<file path="src/rtl/kped_pkg.sv">
// shared types, codes and defaults for the key press event detector
package kped_pkg;

  // gap timer width default
  localparam int GAP_TIMER_BITS_DEF = 16;

  // register byte addresses
  localparam logic [3:0] ADDR_LONG_PRESS  = 4'h0;
  localparam logic [3:0] ADDR_REPEAT      = 4'h4;
  localparam logic [3:0] ADDR_CLICK_GAP   = 4'h8;
  localparam logic [3:0] ADDR_CONFIRM     = 4'hc;

  // register reset values
  localparam logic [15:0] LONG_PRESS_RST = 16'd100;
  localparam logic [15:0] REPEAT_RST     = 16'd20;
  localparam logic [15:0] CLICK_GAP_RST  = 16'd30;
  localparam logic [3:0]  CONFIRM_RST    = 4'd2;

  // phase codes
  localparam logic [2:0] PH_IDLE     = 3'd0;
  localparam logic [2:0] PH_DEBOUNCE = 3'd1;
  localparam logic [2:0] PH_PRESS    = 3'd2;
  localparam logic [2:0] PH_LONG     = 3'd3;
  localparam logic [2:0] PH_KEEP     = 3'd4;
  localparam logic [2:0] PH_RELEASE  = 3'd5;
  localparam logic [2:0] PH_RECORD   = 3'd6;

  // event codes
  localparam logic [2:0] EV_NONE      = 3'd0;
  localparam logic [2:0] EV_DOWN      = 3'd1;
  localparam logic [2:0] EV_LONG      = 3'd2;
  localparam logic [2:0] EV_KEEP      = 3'd3;
  localparam logic [2:0] EV_UP        = 3'd4;
  localparam logic [2:0] EV_MULTI     = 3'd5;
  localparam logic [2:0] EV_CLICKOVER = 3'd6;

  // press class codes
  localparam logic [1:0] CLS_NONE  = 2'd0;
  localparam logic [1:0] CLS_SHORT = 2'd1;
  localparam logic [1:0] CLS_LONG  = 2'd2;
  localparam logic [1:0] CLS_KEEP  = 2'd3;

  // saturation limit of the 4-bit counters
  localparam logic [3:0] CNT_MAX = 4'hf;

  typedef struct packed {
    logic [15:0] long_press_ticks;
    logic [15:0] repeat_ticks;
    logic [15:0] click_gap_ticks;
    logic [3:0]  repeat_confirm_steps;
  } cfg_t;

  typedef struct packed {
    logic [2:0] event_kind;
    logic [3:0] event_key;
    logic [3:0] hold_steps;
    logic [3:0] clicks;
    logic [1:0] release_class;
  } result_t;

endpackage

</file>
<file path="src/rtl/key_press_event_detector_top.sv">
// key press event detector: one input transaction per scan tick, one result each
// the result of an accepted transaction is written into the result buffer and offered from there in order
// throughput: one transaction per cycle while in_ready is high; the two-entry result buffer sets in_ready
// in_ready drops only while both result entries wait to be taken
// reset (rst_n low, synchronous): phase idle, counters cleared, gap timer saturated,
// registers to their defaults, result buffer empty
module key_press_event_detector_top #(
  parameter int GAP_TIMER_BITS = kped_pkg::GAP_TIMER_BITS_DEF
) (
  input  logic        clk,
  input  logic        rst_n,
  input  logic        in_valid,
  output logic        in_ready,
  input  logic [3:0]  in_key_code,
  output logic        out_valid,
  input  logic        out_ready,
  output logic [2:0]  out_event_kind,
  output logic [3:0]  out_event_key,
  output logic [3:0]  out_hold_steps,
  output logic [3:0]  out_clicks,
  output logic [1:0]  out_release_class,
  input  logic        psel,
  input  logic        penable,
  input  logic        pwrite,
  input  logic [3:0]  paddr,
  input  logic [31:0] pwdata,
  output logic [31:0] prdata,
  output logic        pready
);
  import kped_pkg::*;

  cfg_t    cfg;
  result_t core_res, buf_res;
  logic    tick;

  assign tick = in_valid & in_ready;

  // configuration registers
  kped_cfg_regs u_cfg (
    .clk     (clk),
    .rst_n   (rst_n),
    .psel    (psel),
    .penable (penable),
    .pwrite  (pwrite),
    .paddr   (paddr),
    .pwdata  (pwdata),
    .prdata  (prdata),
    .pready  (pready),
    .cfg     (cfg)
  );

  // per-tick phase machine
  kped_core #(.GapBits(GAP_TIMER_BITS)) u_core (
    .clk      (clk),
    .rst_n    (rst_n),
    .cfg      (cfg),
    .tick     (tick),
    .key_code (in_key_code),
    .res      (core_res)
  );

  // result buffer
  kped_out_buf u_buf (
    .clk      (clk),
    .rst_n    (rst_n),
    .wr_en    (tick),
    .wr_data  (core_res),
    .not_full (in_ready),
    .rd_valid (out_valid),
    .rd_ready (out_ready),
    .rd_data  (buf_res)
  );

  assign out_event_kind    = buf_res.event_kind;
  assign out_event_key     = buf_res.event_key;
  assign out_hold_steps    = buf_res.hold_steps;
  assign out_clicks        = buf_res.clicks;
  assign out_release_class = buf_res.release_class;

endmodule

</file>
<file path="src/rtl/kped_cfg_regs.sv">
// apb configuration registers
module kped_cfg_regs (
  input  logic             clk,
  input  logic             rst_n,
  input  logic             psel,
  input  logic             penable,
  input  logic             pwrite,
  input  logic [3:0]       paddr,
  input  logic [31:0]      pwdata,
  output logic [31:0]      prdata,
  output logic             pready,
  output kped_pkg::cfg_t   cfg
);
  import kped_pkg::*;

  cfg_t cfg_r;
  logic wr_en;

  assign pready = 1'b1;
  assign wr_en  = psel & penable & pwrite;
  assign cfg    = cfg_r;

  // register writes, word index from paddr[3:2]
  always_ff @(posedge clk) begin
    if (!rst_n) begin
      cfg_r.long_press_ticks     <= LONG_PRESS_RST;
      cfg_r.repeat_ticks         <= REPEAT_RST;
      cfg_r.click_gap_ticks      <= CLICK_GAP_RST;
      cfg_r.repeat_confirm_steps <= CONFIRM_RST;
    end else if (wr_en) begin
      case ({paddr[3:2], 2'b00})
        ADDR_LONG_PRESS: cfg_r.long_press_ticks     <= pwdata[15:0];
        ADDR_REPEAT:     cfg_r.repeat_ticks         <= pwdata[15:0];
        ADDR_CLICK_GAP:  cfg_r.click_gap_ticks      <= pwdata[15:0];
        ADDR_CONFIRM:    cfg_r.repeat_confirm_steps <= pwdata[3:0];
        default: ;
      endcase
    end
  end

  // read mux
  always_comb begin
    case ({paddr[3:2], 2'b00})
      ADDR_LONG_PRESS: prdata = {16'd0, cfg_r.long_press_ticks};
      ADDR_REPEAT:     prdata = {16'd0, cfg_r.repeat_ticks};
      ADDR_CLICK_GAP:  prdata = {16'd0, cfg_r.click_gap_ticks};
      ADDR_CONFIRM:    prdata = {28'd0, cfg_r.repeat_confirm_steps};
      default:         prdata = 32'd0;
    endcase
  end

endmodule

</file>
<file path="src/rtl/kped_core.sv">
// phase machine, timers and event decode for one scan tick
module kped_core #(
  parameter int GapBits = kped_pkg::GAP_TIMER_BITS_DEF
) (
  input  logic              clk,
  input  logic              rst_n,
  input  kped_pkg::cfg_t    cfg,
  input  logic              tick,
  input  logic [3:0]        key_code,
  output kped_pkg::result_t res
);
  import kped_pkg::*;

  localparam int CW = (GapBits > 16) ? GapBits : 16;

  logic [2:0]         phase_r, phase_nxt;
  logic [3:0]         held_key_r, held_key_nxt;
  logic [15:0]        hold_timer_r, hold_timer_nxt;
  logic [3:0]         confirm_r, confirm_nxt;
  logic [3:0]         keep_r, keep_nxt;
  logic [3:0]         click_total_r, click_total_nxt;
  logic [GapBits-1:0] gap_r, gap_nxt, gap_inc;
  logic               pending_r, pending_nxt;
  logic [1:0]         class_r, class_nxt;

  logic [15:0] hold_inc;
  logic [4:0]  confirm_lim;
  logic [CW-1:0] gap_ext, gap_cfg;
  logic        key_on;

  assign key_on      = (key_code != 4'd0);
  assign hold_inc    = hold_timer_r + 16'd1;
  assign confirm_lim = {1'b0, cfg.repeat_confirm_steps} + 5'd3;
  assign gap_inc     = (&gap_r) ? gap_r : gap_r + 1'b1;
  assign gap_ext     = CW'(gap_inc);
  assign gap_cfg     = CW'(cfg.click_gap_ticks);

  // next state and event for this tick
  always_comb begin
    phase_nxt       = phase_r;
    held_key_nxt    = held_key_r;
    hold_timer_nxt  = hold_timer_r;
    confirm_nxt     = confirm_r;
    keep_nxt        = keep_r;
    click_total_nxt = click_total_r;
    gap_nxt         = gap_inc;
    pending_nxt     = pending_r;
    class_nxt       = class_r;
    res.event_kind  = EV_NONE;
    res.event_key   = 4'd0;
    res.hold_steps  = 4'd0;
    res.clicks      = 4'd0;
    case (phase_r)
      PH_DEBOUNCE: begin
        phase_nxt = PH_PRESS;
      end
      PH_PRESS: begin
        if (key_on) begin
          held_key_nxt   = key_code;
          hold_timer_nxt = 16'd0;
          res.event_kind = EV_DOWN;
          res.event_key  = key_code;
          phase_nxt      = PH_LONG;
        end else begin
          phase_nxt = PH_IDLE;
        end
      end
      PH_LONG: begin
        if (key_on) begin
          if (hold_inc > cfg.long_press_ticks) begin
            hold_timer_nxt = 16'd0;
            keep_nxt       = 4'd0;
            confirm_nxt    = 4'd0;
            res.event_kind = EV_LONG;
            res.event_key  = key_code;
            phase_nxt      = PH_KEEP;
            class_nxt      = CLS_LONG;
          end else begin
            hold_timer_nxt = hold_inc;
            class_nxt      = CLS_SHORT;
          end
        end else begin
          phase_nxt = PH_RELEASE;
        end
      end
      PH_KEEP: begin
        if (key_on) begin
          if (hold_inc > cfg.repeat_ticks) begin
            hold_timer_nxt = 16'd0;
            if (({1'b0, confirm_r} < confirm_lim) && (confirm_r != CNT_MAX))
              confirm_nxt = confirm_r + 4'd1;
            if ((keep_r != CNT_MAX) && (confirm_nxt > cfg.repeat_confirm_steps))
              keep_nxt = keep_r + 4'd1;
            if (keep_nxt != 4'd0) begin
              class_nxt      = CLS_KEEP;
              res.event_kind = EV_KEEP;
              res.event_key  = key_code;
              res.hold_steps = keep_nxt;
            end
          end else begin
            hold_timer_nxt = hold_inc;
          end
        end else begin
          phase_nxt = PH_RELEASE;
        end
      end
      PH_RELEASE: begin
        res.event_kind = EV_UP;
        res.event_key  = held_key_r;
        phase_nxt      = PH_RECORD;
      end
      PH_RECORD: begin
        if (gap_ext < gap_cfg) begin
          if (click_total_r != CNT_MAX) click_total_nxt = click_total_r + 4'd1;
        end else begin
          click_total_nxt = 4'd0;
        end
        if (click_total_nxt != 4'd0) begin
          pending_nxt    = 1'b1;
          res.event_kind = EV_MULTI;
          res.event_key  = held_key_r;
          res.clicks     = (click_total_nxt != CNT_MAX) ? click_total_nxt : 4'd0;
        end
        phase_nxt = PH_IDLE;
        gap_nxt   = '0;
      end
      default: begin
        // idle and the unused code
        phase_nxt = PH_IDLE;
        if (pending_r && (gap_ext > gap_cfg)) begin
          res.event_kind = EV_CLICKOVER;
          res.event_key  = held_key_r;
          pending_nxt    = 1'b0;
        end
        if (key_on) phase_nxt = PH_DEBOUNCE;
      end
    endcase
    res.release_class = class_nxt;
  end

  // state update on each accepted transaction
  always_ff @(posedge clk) begin
    if (!rst_n) begin
      phase_r       <= PH_IDLE;
      held_key_r    <= 4'd0;
      hold_timer_r  <= 16'd0;
      confirm_r     <= 4'd0;
      keep_r        <= 4'd0;
      click_total_r <= 4'd0;
      gap_r         <= '1;
      pending_r     <= 1'b0;
      class_r       <= CLS_NONE;
    end else if (tick) begin
      phase_r       <= phase_nxt;
      held_key_r    <= held_key_nxt;
      hold_timer_r  <= hold_timer_nxt;
      confirm_r     <= confirm_nxt;
      keep_r        <= keep_nxt;
      click_total_r <= click_total_nxt;
      gap_r         <= gap_nxt;
      pending_r     <= pending_nxt;
      class_r       <= class_nxt;
    end
  end

endmodule

</file>
<file path="src/rtl/kped_out_buf.sv">
// two-entry result buffer between the core and the output channel
module kped_out_buf (
  input  logic              clk,
  input  logic              rst_n,
  input  logic              wr_en,
  input  kped_pkg::result_t wr_data,
  output logic              not_full,
  output logic              rd_valid,
  input  logic              rd_ready,
  output kped_pkg::result_t rd_data
);
  import kped_pkg::*;

  result_t    slot_r [2];
  logic       wr_ptr_r, rd_ptr_r;
  logic [1:0] count_r;
  logic       rd_en;

  assign not_full = (count_r != 2'd2);
  assign rd_valid = (count_r != 2'd0);
  assign rd_en    = rd_valid & rd_ready;
  assign rd_data  = slot_r[rd_ptr_r];

  // payload slots
  always_ff @(posedge clk) begin
    if (wr_en) slot_r[wr_ptr_r] <= wr_data;
  end

  // pointers and fill count
  always_ff @(posedge clk) begin
    if (!rst_n) begin
      wr_ptr_r <= 1'b0;
      rd_ptr_r <= 1'b0;
      count_r  <= 2'd0;
    end else begin
      if (wr_en) wr_ptr_r <= ~wr_ptr_r;
      if (rd_en) rd_ptr_r <= ~rd_ptr_r;
      case ({wr_en, rd_en})
        2'b10:   count_r <= count_r + 2'd1;
        2'b01:   count_r <= count_r - 2'd1;
        default: count_r <= count_r;
      endcase
    end
  end

endmodule
</file>
<file path="config.mk">
export PLATFORM = sky130hd
export DESIGN_NAME = key_press_event_detector_top
export DESIGN_NICKNAME = d
export VERILOG_FILES = /design/src/rtl/kped_pkg.sv /design/src/rtl/key_press_event_detector_top.sv /design/src/rtl/kped_cfg_regs.sv /design/src/rtl/kped_core.sv /design/src/rtl/kped_out_buf.sv
export SDC_FILE = /design/constraint.sdc
export NUM_CORES = 1
export LEC_CHECK = 0
export ABC_AREA = 0
export BUFFER_PORTS_ARGS = -buffer_cell sky130_fd_sc_hd__buf_2
export CORE_UTILIZATION = 46
export DETAILED_ROUTE_END_ITERATION = 12
export PLACE_DENSITY_LB_ADDON = 0.05
export SETUP_SLACK_MARGIN = 0.2
export SYNTH_ARGS = -nofsm -noshare
export SYNTH_HDL_FRONTEND = slang
export SYNTH_SLANG_ARGS = --single-unit
</file>
<file path="constraint.sdc">
create_clock -name clk -period 7 [get_ports clk]
set_input_delay 0.7 -clock clk [delete_from_list [all_inputs] [get_ports clk]]
set_output_delay 0.7 -clock clk [all_outputs]
set_load 0.005 [all_outputs]
</file>
# Word-level counts from Yosys, hierarchy flattened
# Memories as Yosys holds them, arrays and structs flattened. A register that Yosys moved wholly into a read port is not among the register bits.
# Cells that the tools add are included.
# totals
regBits,110
ramBits,34
in_bits,47
word_cells,147
n_memories,1
# op_classes
add_sub_neg,8
magnitude_cmp,6
eq_ne,24
mux,61
bitwise_logic,7
n_reduce_logical,24
# mem_list
name,depth,word_bits,rd,rd_ports_with_merged_regs,wr,line_no,source
u_buf.slot_r,2,17,1,1,1,kped_out_buf.sv:14,result_t slot_r [2];
# ops
cell,count
$pmux W32 S4,1
$mux W16,7
$mux W4,21
$gt A16 B16 Y1,3
$pmux W16 S3,1
$pmux W7 S6,1
$add A16 B1 Y16 const B,2
$mux W11,2
$mux W7,3
$pmux W3 S6,1
$lt A16 B16 Y1,1
$ne A4 B4 Y1 const B,4
$pmux W4 S2,2
$reduce_and A16 Y1,1
$add A4 B1 Y4 const B,3
$mux W2,6
$ne A2 B1 Y1 const B,6
$reduce_bool A4 Y1,3
$mux W10,1
$reduce_and A2 Y1,5
$eq A3 B3 Y1 const B,3
$mux W3,3
$pmux W2 S2,2
$reduce_bool A2 Y1,4
other kinds (25),44

# Longest topological paths before layout
# logic_depth
word_depth,18
ltp_mapped,19
mapped_depth_nobuf,19

# Cells and area by module
# Synthesis repeated with hierarchy kept, for this count alone.
# hier_totals
cells_unflattened,971
area_unflattened_um2,8827.2
# modules_own_cells
mod,n_inst,cells_per_inst,area_each_um2
kped_core,1,627,4807.1
kped_cfg_regs,1,267,2566.2
kped_out_buf,1,76,1447.6
key_press_event_detector_top,1,1,6.3

# Least setup slack after synthesis
# OpenSTA, ideal clock, no wires.
# synth_timing
path_type,reg2reg
start,"register u_cfg.cfg_r, in the netlist u_cfg.cfg[0]"
end,memory u_buf.slot_r[0][10] (netlist name) (data pin)
arrival_time_ns,3.737
required_ns,6.740
path_slack_ns,3.003
stages_incl_launch_ff,20
n_path_buf,0
synth_period_minus_slack_ns,3.997
cell_sequence,dfxtp_1 -> inv_1 -> ha_1 -> xor2_1 -> ha_1 -> nor2_1 -> a211oi_1 -> o32ai_1 -> nand2_1 -> nor2_1 -> xnor2_1 -> inv_1 -> ha_1 -> and4b_1 -> a211oi_2 -> nor2_1 -> mux2_1 -> o311ai_2 -> o21ai_1 -> a22o_1
# synth_rtl
element,line_no,source
"start, declared",kped_cfg_regs.sv:16,cfg_t cfg_r;
"end, declared",kped_out_buf.sv:14,

# Worst setup path after layout
# layout_timing
start,register u_core.hold_timer_r[0]
end,register u_core.confirm_r[2]
# layout_between
elab_chain_cells,4
elab_cells_between_ends,6
# layout_rtl
element,line_no,source
"start, declared",kped_core.sv:18,"logic [15:0] hold_timer_r, hold_timer_nxt;"
"start signal, assigned",kped_core.sv:156,hold_timer_r <= hold_timer_nxt;
$add A16 B1 Y16 *,kped_core.sv:32,assign hold_inc = hold_timer_r + 16'd1;
"$gt A16 B16 Y1, on equally long branches","kped_core.sv:88, kped_core.sv:70",
$ne A2 B1 Y1 (no source line),-,
$reduce_and A6 Y1 (no source line) *,-,
"end signal, assigned",kped_core.sv:157,confirm_r <= confirm_nxt;
"end, declared",kped_core.sv:19,"logic [3:0] confirm_r, confirm_nxt;"
# Every way passes the cells marked *; elsewhere a longest branch is shown, timed or not.
# A chain may end at the register's enable or synchronous reset.

==> impl_metrics.env <==
export IMPL_drt_pass1_iterations=9
export IMPL_area_delta_synth_final_pct=11.2
export IMPL_dieWidth_um=138
export IMPL_rsz0062_at_grt="no"
export IMPL_synthFlopType="dfxtp_1"
export IMPL_utilization_pct=52.6
export IMPL_syn_inst=993
export IMPL_cellPowerDensity_nw_per_um2=309
export IMPL_slowest_delay_ns=0.75
export IMPL_min_period_over_period_pct=67.0
export IMPL_grt_pass1_vias=6432
export IMPL_fmax_mhz=213
export IMPL_post_cts_buffers=0
export IMPL_n_fill_cell=1695
export IMPL_routed_via_density=5.50
export IMPL_seq_area_sq_um=3240
export IMPL_cts_tree="done"
export IMPL_grt_max_degree=67
export IMPL_synth_distinct_cells=74
export IMPL_fin_setup_tns_ns=0
export IMPL_start_kind="flip-flop"
export IMPL_hold_path_startpoint="u_core.class_r[1]"
export IMPL_drive_gt1_share_pct=13.4
export IMPL_clock_sinks=145
export IMPL_nets=1138
export IMPL_place_congestion=0.797
export IMPL_cts_root_buffer="clkbuf_16"
export IMPL_yosys_warnings=0
export IMPL_synth_async_reset_ratio_pct=0
export IMPL_wirelength_mm=21.1
export IMPL_failed_checks="DRC"
export IMPL_worstPathRequired_ns=7.35
export IMPL_detail_route_wl_per_cell_um=16.6
export IMPL_die_area_sq_um=19100
export IMPL_via_count=7002
export IMPL_maxCapViolCount=0
export IMPL_ys_seq_area_share_pct=37.9
export IMPL_setup_viol=0
export IMPL_hpwlAfterDp_mm=14.9
export IMPL_power_leakage_uw=0.00380
export IMPL_grt_pass1_wl_mm=34.4
export IMPL_crit_type="flip-flop to flip-flop"
export IMPL_min_period_ns=4.69
export IMPL_tightest_slew_ns=1.14
export IMPL_htreeDepth=4
export IMPL_clk_latency_ns=0.43
export IMPL_synth_edff_count=34
export IMPL_ir_worst_vdd_mv=0.301
export IMPL_hold_viol=0
export IMPL_finalMaxSlewViolations=0
export IMPL_crit_fanout=31
export IMPL_hold_class="flip-flop to flip-flop"
export IMPL_multi_input_area_sq_um=4770
export IMPL_row_count=49
export IMPL_start_util_pct=47.3
export IMPL_numCtsBuffers=17
export IMPL_io_pins=99
export IMPL_port_buffers=63
export IMPL_antenna_found_initial=1
export IMPL_worstPathCellList="ha_1 -> nand3_1 -> nor3_1 -> and3_1 -> nand3_1 -> xnor2_1 -> ha_1 -> nand4_2 -> nor3_1 -> or4_1 -> a211o_1 -> o221ai_4 -> or2_1 -> mux2i_1"
export IMPL_clk_pin_slew_ns=0.06
export IMPL_ant_nets=0
export IMPL_crit_start="u_core.hold_timer_r[0]"
export IMPL_clk_path_buf_depth=2
export IMPL_status="complete, but fails checks"
export IMPL_ys_ff_latch=145
export IMPL_core_area_sq_um=18100
export IMPL_grt_ovfl_total=0
export IMPL_synth_area_per_cell_sq_um=8.61
export IMPL_worst_endpoint_arrival_ns=5.04
export IMPL_die_y_um=138
export IMPL_ctsHoldBuffers=0
export IMPL_r2r_start="u_core.hold_timer_r[0]"
export IMPL_skew_ns=0.0110
export IMPL_worstSetupEndpointType="flip-flop"
export IMPL_post_cts_resized=0
export IMPL_synth_area_sq_um=8550
export IMPL_cp_slowest_cell="o221ai_4"
export IMPL_drcViolationCount=8
export IMPL_first_iter_violations=498
export IMPL_slew_headroom_pct=24.0
export IMPL_grt_usage_pct=22.7
kinds of logic (layout without fill, tap and decap cells):
logic type / after synthesis / after routing / synth area share [%]
and+or+nand+nor: 337 / 337 / 18.3
buffers and inverters: 135 / 169 / 7.00
DFF: 145 / 145 / 37.9
AOI/OAI and AO/OA: 229 / 229 / 17.5
other: 2 / 18 / 0.0878
adders and majority gates: 62 / 62 / 9.07
muxes: 51 / 51 / 6.83
xor gates and xnor gates: 32 / 32 / 3.28
critical path: cells and delay by family, from the launching register on:
family	cells	cell delay, ns
DFF	1	0.43
and+or+nand+nor	8	1.97
adders and majority gates	2	0.58
AOI/OAI and AO/OA	2	1.14
muxes	1	0.19
xor gates and xnor gates	1	0.30
report_power, final:
part | switching (uW) | total, uW | leakage (uW) | internal (uW)
Combinational | 551 | 951 | 0.00229 | 400
Clock | 372 | 931 | 0.000276 | 558
Sequential | 96.1 | 1050 | 0.00123 | 957
Total | 1020 | 2930 | 0.00380 | 1920
registers in the layout, summed over array words and instances, names as in the netlist, named ones only:
name	flops
u_buf.slot_r	34
u_cfg.cfg	52
u_core.keep_r	4
u_core.class_r	2
u_core.hold_timer_r	16
u_core.pending_r	1
u_core.phase_r	3
u_buf.count_r	2
u_core.held_key_r	4
u_buf.wr_ptr_r	1
u_core.click_total_r	4
u_core.gap_r	16
u_buf.rd_ptr_r	1
u_core.confirm_r	4
through the flow:
stage | power (uW) | setup slack, ns | area (sq um) | cells | hold slack (ns)
after floorplan | 1770 | 3.00 | 8610 | 1008 | 0.439
after global routing | 3140 | 1.94 | 9510 | 1272 | 0.490
after global placement | 2020 | 2.28 | 8910 | 1239 | 0.451
after CTS | 2950 | 2.30 | 9510 | 1271 | 0.465
final | 2930 | 2.31 | 9510 | 1272 | 0.463
after detailed placement | 2020 | 2.34 | 8910 | 1239 | 0.457
cells in the final DEF (no fill, tap or decap), types with 28 or more instances in the layout:
cell type  instances
nand2_1          155
dfxtp_1          111
a21oi_1           76
inv_1             65
buf_2             63
ha_1              62
nor2_1            57
o21ai_0           42
edfxtp_1          34
nand3_1           33
mux2i_1           28
path summary, 6_finish.rpt:
| kind | cells past startpoint | endpoint | slack [ns] |
|---|---|---|---|
| max | 14 | u_core.confirm_r[2] | 2.31 |
| max reg2reg | 14 | u_core.confirm_r[2] | 2.31 |
| min reg2reg | 2 | u_core.class_r[1] | 0.46 |
| min | 2 | u_core.class_r[1] | 0.46 |
per-layer routing:
layer / share of wire, % / GRT usage, % / vias up
met4: 0.90 / 6.09 / 0
li1: - / - / 3579
met5: 0 / 0 / -
met2: 44 / 34.0 / 131
met3: 3.5 / 3.53 / 12
met1: 52 / 33.8 / 3280
synth_stat cells (all sizes together) (18+ instances only):
library cell	number	area, sq um
xnor2	18	158
nand2	156	588
buf	27	193
mux2	19	214
o21ai	52	260
clkbuf	40	150
ha	62	776
inv	68	255
edfxtp	34	1020
nor2	57	214
mux2i	28	280
a21oi	77	389
nand3	33	165
dfxtp	111	2220
cell type report:
cell class	instances	area share, %
diodes	1	0.0263
clock buffers	18	4.51
multi-input cells	728	50.2
inverters	68	2.68
flip-flops and latches	145	34.1
well taps	229	3.01
repair buffers	69	3.79
clock inverters	14	1.72
No activity file was read; power rests on OpenSTA's default activity.
